[src/design/kmp_pkg.sv]
// Shared types and constants for the streaming KMP string matcher.
// No dependencies; imported by every module of the block.
`timescale 1ns / 1ps

package kmp_pkg;

    localparam int PAT_BYTES   = 32;
    localparam int PAT_IDX_W   = 5;
    localparam int LEN_W       = 6;
    localparam int CFG_DATA_W  = 64;
    localparam int CFG_IDX_W   = 3;
    localparam int BYTE_W      = 8;
    localparam int BYTES_PER_REG = 8;
    localparam int OUT_POS_W   = 32;

    localparam logic [CFG_IDX_W-1:0] REG_PATTERN_LENGTH     = 3'd0;
    localparam logic [CFG_IDX_W-1:0] REG_PATTERN_BYTES_0_7   = 3'd1;
    localparam logic [CFG_IDX_W-1:0] REG_PATTERN_BYTES_8_15  = 3'd2;
    localparam logic [CFG_IDX_W-1:0] REG_PATTERN_BYTES_16_23 = 3'd3;
    localparam logic [CFG_IDX_W-1:0] REG_PATTERN_BYTES_24_31 = 3'd4;

    typedef struct packed {
        logic                  en;
        logic [CFG_IDX_W-1:0]  idx;
        logic [CFG_DATA_W-1:0] data;
    } cfg_wr_t;

    typedef struct packed {
        logic                 en;
        logic [PAT_IDX_W-1:0] addr;
        logic [PAT_IDX_W-1:0] data;
    } ft_wr_t;

endpackage

[src/design/kmp_pattern_store.sv]
// Pattern configuration registers with a single byte read port.
// Depends on kmp_pkg; clamps the configured length to the pattern depth.
`timescale 1ns / 1ps

module kmp_pattern_store import kmp_pkg::*; #(
    parameter int MAX_PATTERN = 32
) (
    input  logic                 aclk,
    input  logic                 aresetn,
    input  cfg_wr_t              cfg_wr,
    input  logic [PAT_IDX_W-1:0] rd_addr,
    output logic [BYTE_W-1:0]    rd_byte,
    output logic [LEN_W-1:0]     act_len
);

    logic [LEN_W-1:0]  len_reg;
    logic [BYTE_W-1:0] pat_reg [PAT_BYTES];

    always_ff @(posedge aclk) begin
        if (!aresetn) begin
            len_reg <= LEN_W'(1);
            for (int b = 0; b < PAT_BYTES; b++) begin
                pat_reg[b] <= '0;
            end
        end else if (cfg_wr.en) begin
            unique case (cfg_wr.idx)
                REG_PATTERN_LENGTH: begin
                    len_reg <= cfg_wr.data[LEN_W-1:0];
                end
                REG_PATTERN_BYTES_0_7, REG_PATTERN_BYTES_8_15,
                REG_PATTERN_BYTES_16_23, REG_PATTERN_BYTES_24_31: begin
                    for (int b = 0; b < BYTES_PER_REG; b++) begin
                        pat_reg[PAT_IDX_W'((int'(cfg_wr.idx) - 1) * BYTES_PER_REG + b)]
                            <= cfg_wr.data[b*BYTE_W +: BYTE_W];
                    end
                end
                default: begin
                    // drop writes beyond the register list
                end
            endcase
        end
    end

    assign rd_byte = pat_reg[rd_addr];
    assign act_len = (len_reg > LEN_W'(MAX_PATTERN)) ? LEN_W'(MAX_PATTERN) : len_reg;

endmodule

[src/design/kmp_fail_table.sv]
// Failure table storage: one write port, one combinational read port.
// Depends on kmp_pkg; entry zero always reads as zero.
`timescale 1ns / 1ps

module kmp_fail_table import kmp_pkg::*; #(
    parameter int DEPTH = 32
) (
    input  logic                 aclk,
    input  ft_wr_t               ft_wr,
    input  logic [PAT_IDX_W-1:0] rd_addr,
    output logic [PAT_IDX_W-1:0] rd_data
);

    localparam int IDX_W = (DEPTH > 1) ? $clog2(DEPTH) : 1;

    logic [PAT_IDX_W-1:0] ft_reg [DEPTH];

    always_ff @(posedge aclk) begin
        if (ft_wr.en) begin
            ft_reg[ft_wr.addr[IDX_W-1:0]] <= ft_wr.data;
        end
    end

    assign rd_data = (rd_addr == '0) ? '0 : ft_reg[rd_addr[IDX_W-1:0]];

endmodule

[src/design/kmp_stream_string_match.sv]
// Streaming KMP matcher top level: sequencer, position counter, result register.
// Depends on kmp_pkg, kmp_pattern_store and kmp_fail_table.
//
//  channel | dir | handshake         | payload
//  s_      | in  | s_tvalid/s_tready | tdata: text_byte; tuser: first_of_text
//  m_      | out | m_tvalid/m_tready | tdata: match_position; tuser: match_found
//  cfg_    | in  | cfg_wr_en         | cfg_addr, cfg_wr_data
//
// Each byte is taken in ST_IDLE, then compared in ST_MATCH once per failure-table step
// through the shared byte comparator; a full output register holds it in ST_MATCH.
// A register write restarts the table build through ST_LOAD and ST_CMP; s_tready
// stays low meanwhile. Reset holds a length of one, whose table needs no build.
// A finished result waits in the output register while the next byte is taken.
`timescale 1ns / 1ps

module kmp_stream_string_match import kmp_pkg::*; #(
    parameter int MAX_PATTERN    = 32,
    parameter int POSITION_WIDTH = 32
) (
    input  logic                  aclk,
    input  logic                  aresetn,
    input  logic                  s_tvalid,
    output logic                  s_tready,
    input  logic [7:0]            s_tdata,   // [7:0] text_byte
    input  logic                  s_tuser,   // [0] first_of_text
    output logic                  m_tvalid,
    input  logic                  m_tready,
    output logic [31:0]           m_tdata,   // [31:0] match_position
    output logic                  m_tuser,   // [0] match_found
    input  logic                  cfg_wr_en,
    input  logic [CFG_IDX_W-1:0]  cfg_addr,
    input  logic [CFG_DATA_W-1:0] cfg_wr_data
);

    localparam int SUM_W = (POSITION_WIDTH > OUT_POS_W) ? POSITION_WIDTH : OUT_POS_W;

    typedef enum logic [3:0] {
        ST_IDLE  = 4'b0001,
        ST_LOAD  = 4'b0010,
        ST_CMP   = 4'b0100,
        ST_MATCH = 4'b1000
    } state_t;

    state_t                    state_reg, state_next;
    logic [LEN_W-1:0]          i_reg, i_next;
    logic [PAT_IDX_W-1:0]      k_reg, k_next;
    logic [LEN_W-1:0]          mlen_reg, mlen_next;
    logic [BYTE_W-1:0]         cur_reg, cur_next;
    logic [BYTE_W-1:0]         byte_reg, byte_next;
    logic [POSITION_WIDTH-1:0] pos_reg, pos_next;
    logic                      mv_reg, mv_next;
    logic                      mf_reg, mf_next;
    logic [OUT_POS_W-1:0]      mp_reg, mp_next;

    cfg_wr_t              cfg_wr;
    ft_wr_t               ft_wr;
    logic                 cfg_hit;
    logic [PAT_IDX_W-1:0] pat_addr;
    logic [BYTE_W-1:0]    pat_byte;
    logic [LEN_W-1:0]     act_len;
    logic [PAT_IDX_W-1:0] ft_addr;
    logic [PAT_IDX_W-1:0] ft_data;
    logic                 eq;
    logic                 accept;
    logic                 out_free;
    logic [LEN_W-1:0]     mlen_inc;
    logic [POSITION_WIDTH-1:0] pos_base;
    logic [SUM_W-1:0]     start_pos;

    assign cfg_hit = cfg_wr_en && (cfg_addr <= REG_PATTERN_BYTES_24_31);
    assign cfg_wr  = '{en: cfg_wr_en, idx: cfg_addr, data: cfg_wr_data};

    kmp_pattern_store #(
        .MAX_PATTERN (MAX_PATTERN)
    ) u_pattern (
        .aclk    (aclk),
        .aresetn (aresetn),
        .cfg_wr  (cfg_wr),
        .rd_addr (pat_addr),
        .rd_byte (pat_byte),
        .act_len (act_len)
    );

    kmp_fail_table #(
        .DEPTH (MAX_PATTERN)
    ) u_fail (
        .aclk    (aclk),
        .ft_wr   (ft_wr),
        .rd_addr (ft_addr),
        .rd_data (ft_data)
    );

    assign s_tready = (state_reg == ST_IDLE) && !cfg_hit;
    assign accept   = s_tvalid && s_tready;
    assign out_free = !mv_reg || m_tready;

    // shared byte comparator
    assign eq = (pat_byte == ((state_reg == ST_MATCH) ? byte_reg : cur_reg));

    assign mlen_inc  = mlen_reg + LEN_W'(1);
    assign pos_base  = s_tuser ? '0 : pos_reg;
    assign start_pos = SUM_W'(pos_reg) - SUM_W'(act_len) + SUM_W'(1);

    always_comb begin
        unique case (state_reg)
            ST_LOAD:  pat_addr = i_reg[PAT_IDX_W-1:0];
            ST_CMP:   pat_addr = k_reg;
            default:  pat_addr = mlen_reg[PAT_IDX_W-1:0];
        endcase
    end

    always_comb begin
        unique case (state_reg)
            ST_CMP:   ft_addr = k_reg - PAT_IDX_W'(1);
            ST_MATCH: ft_addr = eq ? PAT_IDX_W'(act_len - LEN_W'(1))
                                   : PAT_IDX_W'(mlen_reg - LEN_W'(1));
            default:  ft_addr = '0;
        endcase
    end

    always_comb begin
        state_next = state_reg;
        i_next     = i_reg;
        k_next     = k_reg;
        mlen_next  = mlen_reg;
        cur_next   = cur_reg;
        byte_next  = byte_reg;
        pos_next   = pos_reg;
        mv_next    = mv_reg && !m_tready;
        mf_next    = mf_reg;
        mp_next    = mp_reg;
        ft_wr      = '{en: 1'b0, addr: i_reg[PAT_IDX_W-1:0], data: '0};

        if (cfg_hit) begin
            // restart the table build on any write to the length or pattern-byte registers
            state_next = ST_LOAD;
            i_next     = LEN_W'(1);
            k_next     = '0;
            mlen_next  = '0;
        end else begin
            unique case (state_reg)
                ST_IDLE: begin
                    if (accept) begin
                        byte_next  = s_tdata;
                        pos_next   = (pos_base == '1) ? pos_base
                                                      : pos_base + POSITION_WIDTH'(1);
                        if (s_tuser) begin
                            mlen_next = '0;
                        end
                        state_next = ST_MATCH;
                    end
                end
                ST_LOAD: begin
                    if (i_reg >= act_len) begin
                        state_next = ST_IDLE;
                    end else begin
                        cur_next   = pat_byte;
                        state_next = ST_CMP;
                    end
                end
                ST_CMP: begin
                    if (eq) begin
                        ft_wr.en   = 1'b1;
                        ft_wr.data = k_reg + PAT_IDX_W'(1);
                        k_next     = k_reg + PAT_IDX_W'(1);
                        i_next     = i_reg + LEN_W'(1);
                        state_next = ST_LOAD;
                    end else if (k_reg != '0) begin
                        k_next = ft_data;
                    end else begin
                        ft_wr.en   = 1'b1;
                        i_next     = i_reg + LEN_W'(1);
                        state_next = ST_LOAD;
                    end
                end
                ST_MATCH: begin
                    if (act_len != '0 && !eq && mlen_reg != '0) begin
                        mlen_next = LEN_W'(ft_data);
                    end else if (out_free) begin
                        mv_next    = 1'b1;
                        state_next = ST_IDLE;
                        if (act_len == '0) begin
                            mlen_next = '0;
                            mf_next   = 1'b0;
                            mp_next   = '0;
                        end else if (eq && mlen_inc >= act_len) begin
                            mlen_next = LEN_W'(ft_data);
                            mf_next   = 1'b1;
                            mp_next   = start_pos[OUT_POS_W-1:0];
                        end else begin
                            mlen_next = eq ? mlen_inc : mlen_reg;
                            mf_next   = 1'b0;
                            mp_next   = '0;
                        end
                    end
                end
                default: begin
                    state_next = ST_IDLE;
                end
            endcase
        end
    end

    always_ff @(posedge aclk) begin
        if (!aresetn) begin
            state_reg <= ST_IDLE;
            i_reg     <= '0;
            k_reg     <= '0;
            mlen_reg  <= '0;
            pos_reg   <= '0;
            mv_reg    <= 1'b0;
        end else begin
            state_reg <= state_next;
            i_reg     <= i_next;
            k_reg     <= k_next;
            mlen_reg  <= mlen_next;
            pos_reg   <= pos_next;
            mv_reg    <= mv_next;
        end
    end

    always_ff @(posedge aclk) begin
        cur_reg  <= cur_next;
        byte_reg <= byte_next;
        mf_reg   <= mf_next;
        mp_reg   <= mp_next;
    end

    assign m_tvalid = mv_reg;
    assign m_tuser  = mf_reg;
    assign m_tdata  = mp_reg;

    a_busy_after_accept: assert property (@(posedge aclk) disable iff (!aresetn)
        accept |=> !s_tready)
        else $error("input taken again before the byte was processed");

    a_no_pos_without_match: assert property (@(posedge aclk) disable iff (!aresetn)
        (m_tvalid && !m_tuser) |-> (m_tdata == '0))
        else $error("start position reported without a match");

    a_progress_below_len: assert property (@(posedge aclk) disable iff (!aresetn)
        (state_reg == ST_IDLE && act_len != '0) |-> (mlen_reg < act_len))
        else $error("match progress reached the pattern length while idle");

    a_result_after_match: assert property (@(posedge aclk) disable iff (!aresetn)
        (state_reg == ST_MATCH && state_next == ST_IDLE && !cfg_hit) |=> m_tvalid)
        else $error("finished byte produced no result");

endmodule
[config.mk]
export PLATFORM = sky130hd
export DESIGN_NAME = kmp_stream_string_match
export DESIGN_NICKNAME = d
export VERILOG_FILES = /design/src/design/kmp_pkg.sv /design/src/design/kmp_pattern_store.sv /design/src/design/kmp_fail_table.sv /design/src/design/kmp_stream_string_match.sv
export SDC_FILE = /design/constraint.sdc
export NUM_CORES = 1
export LEC_CHECK = 0
export CAP_MARGIN = 20
export CORE_UTILIZATION = 40
export CTS_BUF_LIST = sky130_fd_sc_hd__clkbuf_8
export DETAILED_ROUTE_END_ITERATION = 7
export DONT_BUFFER_PORTS = 1
export GPL_TIMING_DRIVEN = 0
export REMOVE_ABC_BUFFERS = 1
export SLEW_MARGIN = 20
export SYNTH_ARGS = -nofsm -noshare
export SYNTH_HDL_FRONTEND = slang
export SYNTH_SLANG_ARGS = --single-unit
[constraint.sdc]
create_clock -name aclk -period 6.2 [get_ports aclk]
set_clock_uncertainty 0.15 [all_clocks]
set_input_delay 0.62 -clock aclk [delete_from_list [all_inputs] [get_ports aclk]]
set_output_delay 0.62 -clock aclk [all_outputs]
set_load 0.01 [all_outputs]
# Yosys cells after proc, flatten, opt, wreduce, memory -nomap -nowiden

Memory sizes are Yosys's and may differ from the RTL's.
Cells that the tools add are included.

Memories: 2
Bits of input ports: 81
Bits in registers: 109
Bits in writable memories: 416
Logic and storage cells: 179

Equal/unequal tests: 23
$lt $le $gt $ge: 4
Add/sub/neg operators: 17
Multiplexer cells: 73
Reduce and logical (&&, ||, !) cells: 42
Bitwise gates (word level): 5

Memory list:

| memory            | depth | bits a word | read ports | clocked after memory_dff | wr ports | RTL line                | source |
|---|---|---|---|---|---|---|---|
| u_pattern.pat_reg | 32    | 8           | 1          | 0                        | 32       | kmp_pattern_store.sv:17 | `logic [BYTE_W-1:0] pat_reg [PAT_BYTES];` |
| u_fail.ft_reg     | 32    | 5           | 1          | 0                        | 1        | kmp_fail_table.sv:16    | `logic [PAT_IDX_W-1:0] ft_reg [DEPTH];` |

Operator list:

| kind                  | number |
|---|---|
| $mux 5                | 15 |
| $mux 8                | 9 |
| $add 32x1->32 const B | 2 |
| $mux 32               | 2 |
| $reduce_or 8->1       | 8 |
| $mux 6                | 10 |
| $eq 32x32->1 const B  | 1 |
| $sub 32x6->32         | 1 |
| $mux 1                | 26 |
| $add 5x4->5 const B   | 4 |
| $mux 4                | 5 |
| $pmux 5 s2            | 2 |
| $pmux 4 s4            | 1 |
| $ne 3x3->1 const B    | 5 |
| $sub 5x1->5 const B   | 3 |
| $add 6x1->6 const B   | 2 |
| $ge 6x6->1            | 2 |
| $pmux 6 s2            | 1 |
| $reduce_and 4->1      | 3 |
| $reduce_bool 6->1     | 2 |
| $add 5x3->5 const B   | 2 |
| $ne 2x2->1 const B    | 5 |
| $eq 8x8->1            | 1 |
| $reduce_and 2->1      | 4 |
| other kinds (30)      | 48 |

# Longest topological paths before layout

Gate-level depths: netlist of run 1.
An unclocked memory read counts as a cell.

Depth after elaboration: 13
Mapped depth: 32
Mapped depth without buffers: 24

# Modules after synthesis

A second synthesis of run 1 with hierarchy kept.

Cells, all modules: 1842
Area total of the unflattened synthesis: 25270.5 µm²

Modules (own cells, without submodules):

| module                  | area an instance (µm²) | seq. area each (µm²) | cells each | times used |
|---|---|---|---|---|
| kmp_pattern_store       | 11727.5                | 7807.5               | 683        | 1 |
| kmp_stream_string_match | 7139.3                 | 2552.4               | 826        | 1 |
| kmp_fail_table          | 6403.6                 | 4804.6               | 333        | 1 |

# Least setup slack after synthesis of run 1

No wires, ideal clock.

Path kind: reg-to-reg
Start: reg state_reg[0]
End: reg mp_reg[0] (netlist: m_tdata[0]) (enable)
Stages on the path, launching flop included: 17
Path slack: -0.191 ns
Buffers on the path: 2
Arrival: 5.777 ns
Period minus slack after synthesis: 6.391 ns
Data required time: 5.586 ns
Setup time: 0.464 ns
Path through: dfxtp_1 -> buf_4 -> nor4_1 -> o32a_2 -> nor2_4 -> mux2_1 -> a2111o_1 -> or3_1 -> o21a_1 -> a211oi_4 -> nand3_2 -> nor2_2 -> buf_2 -> a21oi_1 -> nand2_1 -> nand2_1 -> nor3_1

Word-level cells in the longest chain between the ends: 9
Elaborated cells between the ends (all ways): 12

Ends and longest elaborated chain:

| what                                            | RTL line                       | source |
|---|---|---|
| start: declaration                              | kmp_stream_string_match.sv:44  | `state_t state_reg, state_next;` |
| start signal: assignment                        | kmp_stream_string_match.sv:213 | `state_reg <= state_next;` |
| $eq 4x3->1 / $eq 4x2->1 (equally long branches) | kmp_stream_string_match.sv:105 | `unique case (state_reg)` |
| $pmux 5 s2                                      | kmp_stream_string_match.sv:105 |  |
| $mem_v2 32x8                                    | -                              |  |
| $eq 8x8->1                                      | kmp_stream_string_match.sv:98  | `assign eq = (pat_byte == ((state_reg == ST_MATCH) ? byte_reg : cur_reg));` |
| $logic_not 1->1                                 | kmp_stream_string_match.sv:177 | `if (act_len != '0 && !eq && mlen_reg != '0) begin` |
| $logic_and 1x1->1 (2 in series)                 | kmp_stream_string_match.sv:177 |  |
| $not 1->1 (no line)                             | -                              |  |
| $reduce_and 4->1 (no line) *                    | -                              |  |
| end signal: assignment                          | kmp_stream_string_match.sv:226 | `mp_reg <= mp_next;` |
| end: declaration                                | kmp_stream_string_match.sv:53  | `logic [OUT_POS_W-1:0] mp_reg, mp_next;` |

Every way passes the cells marked *; elsewhere a longest branch is shown, timed or not.
A chain may end at the register's enable or synchronous reset.

# Worst setup path in the final report of run 1

Start: reg state_reg[2]
End: reg mlen_reg[4]

Word-level cells in the longest chain between the ends: 13
Elaborated cells between the ends (all ways): 30

Ends and longest elaborated chain:

| what                                                   | RTL line                       | source |
|---|---|---|
| $eq 4x3->1 / $eq 4x2->1 (equally long branches)        | kmp_stream_string_match.sv:105 |  |
| $pmux 5 s2 *                                           | kmp_stream_string_match.sv:105 |  |
| $mem_v2 32x8 *                                         | -                              |  |
| named net pat_byte[3]                                  | kmp_stream_string_match.sv:59  | `logic [BYTE_W-1:0] pat_byte;` |
| $eq 8x8->1 *                                           | kmp_stream_string_match.sv:98  |  |
| $mux 5                                                 | kmp_stream_string_match.sv:115 | `ST_MATCH: ft_addr = eq ? PAT_IDX_W'(act_len - LEN_W'(1))` |
| $pmux 5 s2                                             | kmp_stream_string_match.sv:113 | `unique case (state_reg)` |
| $mem_v2 32x5 / $logic_not 5->1 (equally long branches) | -                              |  |
| $mux 5                                                 | kmp_fail_table.sv:24           | `assign rd_data = (rd_addr == '0) ? '0 : ft_reg[rd_addr[IDX_W-1:0]];` |
| $mux 6                                                 | kmp_stream_string_match.sv:186 | `end else if (eq && mlen_inc >= act_len) begin` |
| $mux 6                                                 | kmp_stream_string_match.sv:182 | `if (act_len == '0) begin` |
| $mux 6                                                 | kmp_stream_string_match.sv:179 | `end else if (out_free) begin` |
| $mux 6                                                 | kmp_stream_string_match.sv:177 |  |
| $pmux 6 s2                                             | kmp_stream_string_match.sv:141 | `unique case (state_reg)` |
| end signal: assignment                                 | kmp_stream_string_match.sv:216 | `mlen_reg <= mlen_next;` |
| end: declaration                                       | kmp_stream_string_match.sv:47  | `logic [LEN_W-1:0] mlen_reg, mlen_next;` |

The timed path passes the listed nets; every way through them passes the cells marked *. The select of a mux whose other input is x is not followed.

==> results of run 1 <==
[layout make-up]
cell class              count  area share [%]
flip-flops and latches    520            48.0
well taps                 855            3.42
multi-input cells        1495            34.9
inverters                  64           0.819
diodes                      1         0.00799
clock buffers              94            4.13
clock inverters            73            1.48
repair buffers            203            7.15
[logic make-up (layout without fill, tap and decap cells)]
group           after synthesis  after routing  synth area share, %
buf+inv                     176            434                 3.01
xor+xnor                     61             61                 2.08
other cells                   0              1                    0
compound gates              358            361                 9.62
simple gates                877            877                 17.9
flops                       520            520                 57.7
mux                         137            137                 6.83
fa+ha+maj                    59             59                 2.86
[metal layers]
layer	vias to the layer above	wire length [µm]	track usage, %
li1	8458	-	-
met1	9074	30700	29.1
met2	802	34500	35.3
met3	209	5770	4.83
met4	10	2720	9.09
met5	-	57	0
[synth_stat cells, drive strengths merged (17+ instances only)]
master / n / area (µm²)
inv: 63 / 236
ha: 58 / 726
edfxtp: 460 / 13800
nor2b: 25 / 156
o21ai: 77 / 400
clkbuf: 71 / 267
buf: 41 / 277
a2111oi: 17 / 168
nand3: 68 / 358
nand2: 192 / 721
xnor2: 33 / 297
nand4: 18 / 113
nor2: 143 / 552
and2: 289 / 1810
nor3: 40 / 200
xor2: 28 / 245
mux2i: 91 / 911
a21oi: 93 / 465
dfxtp: 60 / 1200
mux4: 31 / 698
[power by group through the flow]
stage               Combinational, W  Clock [W]  Sequential (W)
floorplan                   0.000278          0         0.00403
global placement            0.000393          0         0.00405
detailed placement          0.000441          0         0.00403
CTS                         0.000548    0.00318         0.00396
global route                0.000622    0.00334         0.00396
finish                      0.000583    0.00311         0.00396
[how the worst max path moves through the flow]
stage | end | slack, ns
floorplan | k_reg[0]$_SDFFE_PP0P_ | -2.06
global placement | k_reg[3]$_SDFFE_PP0P_ | -6.06
detailed placement | k_reg[3]$_SDFFE_PP0P_ | -3.08
CTS | mlen_reg[4]$_SDFFE_PP0P_ | 0.001
global route | mlen_reg[4]$_SDFFE_PP0P_ | -0.02
finish | mlen_reg[4]$_SDFFE_PP0P_ | 0.13
[critical path: cells and delay by family (launching register included)]
family,cells,cell delay [ns]
AO/OA/AOI/OAI,8,1.92
multiplexers,3,1.00
buffers and inverters,10,1.36
flip-flops,1,0.42
AND/OR/NAND/NOR,6,0.72
adder cells (fa/ha/maj),1,0.33
[through the flow]
step,std cells,TNS (ns)
2_1_floorplan,2076,-205.94
3_3_place_gp,2931,-2076.80
3_5_place_dp,2978,-288.61
4_1_cts,3268,0
5_1_grt,3305,-0.0296
6_report,3305,0
[timing repair]
item | in CTS | in global routing
hold endpoints to repair | 306 | 0
cloned | 5 | 1
setup endpoints to repair | 390 | 11
pin swaps | 21 | 28
resized for setup | 82 | 55
hold buffers | 76 | 0
buffers inserted | 42 | 35
==> flow_summary.yaml, run 1 <==
pwr:
  powerDensity_mw_per_mm2: 244
  worst_ir_drop_vdd_v: 0.000176
  clkPwrFrac_pct: 40.7
  design_power_total_w: 0.00765
  switching_share_pct: 24.4
  p_switching_w: 0.00187
  pwr-share-comb_pct: 7.6
  power_frac_seq_pct: 51.7
  power.internal_w: 0.00578
  p_leak_nw: 10.8
layout:
  final_cell_mix: "edfxtp_1 (460), and2_1 (286), nand2_1 (185)"
  area_growth_pct: 20.3
  nets: 2515
  seqCellArea_mm2: 0.0150
  post-route-util_pct: 48.7
  drive_gt1_share_pct: 17.9
  multi_input_area_mm2: 0.0109
  fillCellCount: 5637
  largest_reg_flops: 256
  mostFrequentLayoutCell: "edfxtp_1"
  finalInstanceArea_mm2: 0.0313
sta:
  fmax_mhz: 165
  hold_violations: 0
  fin_crit_sh_pct: 97.9
  min_period_ns: 6.07
  setup-violations-final: 0
  drv_slew: 0
  worst_pin_slew_ns: 0.996
  maxSlewHeadroom_pct: 33.5
  whs_ns: 0.0704
  layout_setup_ws_ns: 0.129
route:
  ant_nets: 0
  post_drt_wl_per_cell_um: 22.3
  vias_per_cell: 5.61
  vias: 18553
  drc: 0
  first_pass_iters: 7
  drt_iter0_markers: 1655
  routed_wl_um: 73700
die:
  start_util_pct: 40.5
  rows: 93
  die_h_um: 257
  die_area_mm2: 0.0661
  die_x_um: 257
  ios: 116
  core_mm2: 0.0643
worst_setup_path:
  required_ns: 6.61
  cp_slowest_stage_delay_ns: 0.50
  ff2ff_path_depth: 28
  timing.rr.start: "state_reg[2]$_SDFFE_PP0P_"
  criticalPathCategory: "flip-flop to flip-flop"
  worstSetupStartpointType: "flip-flop"
  crit_arrival_ns: 6.48
  r2r_slack_ns: 0.13
  crit_fanout: 13
  r2r-end: "mlen_reg[4]$_SDFFE_PP0P_"
  critPathCaptureType: "flip-flop"
  startpoint: "state_reg[2]$_SDFFE_PP0P_"
  cp_slowest_cell: "mux4_2"
clock_network:
  htreeDepth: 3
  insertion_delay_ns: 0.71
  cts_buffer_depth: 3
  cts_root_buffer: "clkbuf_8"
  cts_tree: "built"
  clk_pin_slew_ns: 0.06
  cts_made_buffers: 91
  cts.sinks: 520
worst_hold_path:
  holdCritPathClass: "input pin to flip-flop"
  min_path_cells: 2
  holdPathEnd: "state_reg[0]$_SDFFE_PN1P_"
  hp-start: "aresetn"
global_routing:
  antenna_found_initial: 9
  grt_pass1_wl_um: 112000
  grt_max_degree: 43
  grt_usage_pct: 22.1
  grt_pass1_vias: 18625
  grt-ovfl-total: 0
outcome:
  status: "finished, final reports clean"
placed_design:
  numPortBuffers: 0
  gp_congestion: 0.851
  dp.final_hpwl_um: 47400
  postPlaceCellArea_mm2: 0.0275
  place_ws_ns: -3.08
synth:
  yosysWarnings: 0
  ys_types: 102
  synthArstFlopShare_pct: 0
  netlist_area_mm2: 0.0260
  synth_edf_count: 460
  ys_seq_area_share_pct: 57.7
  synth_ff_type: "edfxtp_1"
  syn_inst: 2188
  syn_area_per_cell_um2: 11.9
  ys_seq_elements: 520
run:
  maxCapViolations: 0
Power figures use the tool's default switching activity.
==> run 2: changes to the inputs <==
--- a/config.mk
+++ b/config.mk
@@ -5,6 +5,7 @@
 export SDC_FILE = /design/constraint.sdc
 export NUM_CORES = 1
 export LEC_CHECK = 0
+export ABC_AREA = 1
 export CAP_MARGIN = 20
 export CORE_UTILIZATION = 40
 export CTS_BUF_LIST = sky130_fd_sc_hd__clkbuf_8
==> run 2 against run 1 <==
  * Sequential share of layout area increased by 4.2 points
  * Die area decreased by 1.1%
  * Non-clock buffer count decreased by 137
  * Synthesized area decreased by 1.1%
  * Largest cell class unchanged
  * Clock power decreased by 6%
  * Hold slack got worse by 0.025 ns
  * Via count increased by 9.0%
  * Fmax increased by 1.9%
  * Highest routed layer unchanged
  * Power decreased by 3.8%
==> flow_summary.yaml, run 2 <==
worst_hold_path:
  min_path_cells: 2
  hp-start: "cfg_wr_data[62]"
  holdPathEnd: "u_pattern.pat_reg[15][6]$_SDFFCE_PN0P_"
  holdCritPathClass: "input pin to flip-flop"
synth:
  ys_types: 53
  synth_edf_count: 465
  synth_top_area_share_pct: 54.2
  synthArstFlopShare_pct: 0
  syn_inst: 2743
  ys_seq_area_share_pct: 58.9
  yosysMostFrequentCell: "nand3_1"
  yosysWarnings: 0
  synth_ff_type: "edfxtp_1"
  syn_area_per_cell_um2: 9.39
  synth_common_cells: "nand3_1 (555), nand2_1 (466), edfxtp_1 (465)"
  synth_top_area_cell: "edfxtp_1"
  synthTopCellsByArea: "edfxtp_1 (54%), nand3_1 (11%), nand2_1 (6.8%)"
  ys_seq_elements: 525
  netlist_area_mm2: 0.0257
route:
  vias: 20218
  drt_iter0_markers: 1792
  ant_nets: 0
  drc: 0
  vias_per_cell: 5.49
  post_drt_wl_per_cell_um: 19.5
  first_pass_iters: 6
  routed_wl_um: 72000
sta:
  drv_slew: 0
  hold_violations: 0
  worst_pin_slew_ns: 1.16
  fin_crit_sh_pct: 96.1
  maxSlewHeadroom_pct: 22.7
  min_period_ns: 5.96
  setup-violations-final: 0
  rsz0062_at_grt: "yes"
  setup_tns_ns: 0
  fmax_mhz: 168
  layout_setup_ws_ns: 0.240
worst_setup_path:
  timing.rr.start: "state_reg[1]$_SDFFE_PN0P_"
  criticalPathCategory: "flip-flop to flip-flop"
  ff2ff_path_depth: 37
  cp_slowest_stage_delay_ns: 0.37
  worstSetupStartpointType: "flip-flop"
  cpMostUsedCell: "nand2_1"
  crit_fanout: 47
  crit_arrival_ns: 6.42
  required_ns: 6.66
  r2r-end: "mlen_reg[1]$_SDFFE_PP0P_"
  cp_slowest_cell: "dfxtp_1"
  r2r_slack_ns: 0.24
  critPathCaptureType: "flip-flop"
layout:
  mostFrequentLayoutCell: "nand3_1"
  area_growth_pct: 12.8
  finalInstanceArea_mm2: 0.0290
  drive_gt1_share_pct: 7.83
  nets: 2899
  final_cell_mix: "nand3_1 (550), edfxtp_1 (465), nand2_1 (459)"
  largest_reg_flops: 256
die:
  core_mm2: 0.0633
  die_h_um: 256
  die_area_mm2: 0.0654
  start_util_pct: 40.7
  rows: 92
  die_x_um: 256
  ios: 116
clock_network:
  cts_tree: "built"
  cts_made_buffers: 89
  cts.sinks: 525
  insertion_delay_ns: 0.70
  clk_pin_slew_ns: 0.07
  cts_root_buffer: "clkbuf_8"
  cts_buffer_depth: 3
  htreeDepth: 3
placed_design:
  postPlaceCellArea_mm2: 0.0267
  numPortBuffers: 0
  gp_congestion: 0.879
  place_ws_ns: -1.68
  dp.final_hpwl_um: 41900
pwr:
  powerDensity_mw_per_mm2: 253
  design_power_total_w: 0.00736
  p_leak_nw: 11.2
  worst_ir_drop_vdd_v: 0.000174
global_routing:
  grt_max_degree: 96
  grt_pass1_vias: 19516
  antenna_found_initial: 5
  grt_pass1_wl_um: 108000
  grt_usage_pct: 21.0
  grt-ovfl-total: 0
outcome:
  status: "finished, final reports clean"
run:
  maxCapViolations: 0
[run 2: cell count changes in the layout (fill, tap and decap cells not counted), sizes merged, moves of 28 or more]
| cell | change |
|---|---|
| and2 | -288 |
| buf | -95 |
| dlygate4sd3 | -40 |
| inv | +170 |
| mux2i | -90 |
| mux4 | -31 |
| nand2 | +282 |
| nand3 | +495 |
| nand4 | +40 |
| nor2 | +266 |
| xnor2 | -28 |
[run 2: area by class of cell]
class / instances / area, µm²
multi-input combinational: 1850 / 9280
tap: 846 / 1060
clock inverter: 68 / 304
antenna: 3 / 7.51
inverter: 226 / 897
fill: 6006 / 34300
timing repair buffer: 66 / 983
sequential: 525 / 15200
timing repair inverter: 1 / 5.00
clock buffer: 98 / 1350
[run 2: layer usage]
metal / routed length [µm] / vias up / GRT usage (%)
li1: - / 9533 / -
met3: 5590 / 154 / 4.13
met5: 27 / - / 0
met4: 2210 / 4 / 8.13
met1: 29800 / 9701 / 27.1
met2: 34400 / 826 / 34.7
[run 2: how the worst max path moves through the flow]
stage               slack (ns)                      start  cells past startpoint                       end
floorplan                -2.67  state_reg[0]$_SDFFE_PN1P_                     33  mlen_reg[2]$_SDFFE_PP0P_
global placement         -8.53  state_reg[0]$_SDFFE_PN1P_                     33  mlen_reg[1]$_SDFFE_PP0P_
detailed placement       -1.68  state_reg[0]$_SDFFE_PN1P_                     33  mlen_reg[1]$_SDFFE_PP0P_
CTS                     0.0007  state_reg[0]$_SDFFE_PN1P_                     36  mlen_reg[1]$_SDFFE_PP0P_
global route             -0.08  state_reg[1]$_SDFFE_PN0P_                     39  mlen_reg[1]$_SDFFE_PP0P_
finish                    0.24  state_reg[1]$_SDFFE_PN0P_                     37  mlen_reg[1]$_SDFFE_PP0P_
[run 2: logic make-up after synthesis]
family                     Yosys count  share of synthesized area [%]
xor gates and xnor gates            13                          0.442
DFF                                525                           58.9
adders and majority gates           59                           2.90
and+or+nand+nor                   1553                           26.8
buffers and inverters              375                           6.17
AOI/OAI and AO/OA                  217                           4.77
muxes                                1                         0.0389
[run 2: timing repair]
item,CTS,global route
hold buffers,35,0
buffers inserted,5,2
endpoints found under the hold margin,88,0
setup endpoints to repair,10,12
resized for setup,12,12
gates cloned,5,8
pin swaps,5,4
[run 2: power by group]
| part | total [W] | internal (W) | switching, W |
|---|---|---|---|
| registers | 0.00398 | 0.00395 | 0.0000357 |
| logic | 0.000448 | 0.000142 | 0.000307 |
| clock network | 0.00293 | 0.00146 | 0.00146 |
| total | 0.00736 | 0.00555 | 0.00181 |
[run 2: stage by stage]
step	hold WS [ns]	util, %	std cells
floorplan	0.308	-	2594
global placement	0.327	41.2	3440
detailed placement	0.329	42.2	3459
CTS	0.0000118	45.5	3670
global route	0.0376	45.9	3683
finish	0.0450	45.9	3683
[run 2: worst max-delay path: cells and delay by family (launching register included)]
family	cells	cell delay, ns
buffers and inverters	8	1.35
AO/OA/AOI/OAI	1	0.13
flip-flops	1	0.37
AND/OR/NAND/NOR	27	3.41
adder cells (fa/ha/maj)	1	0.36
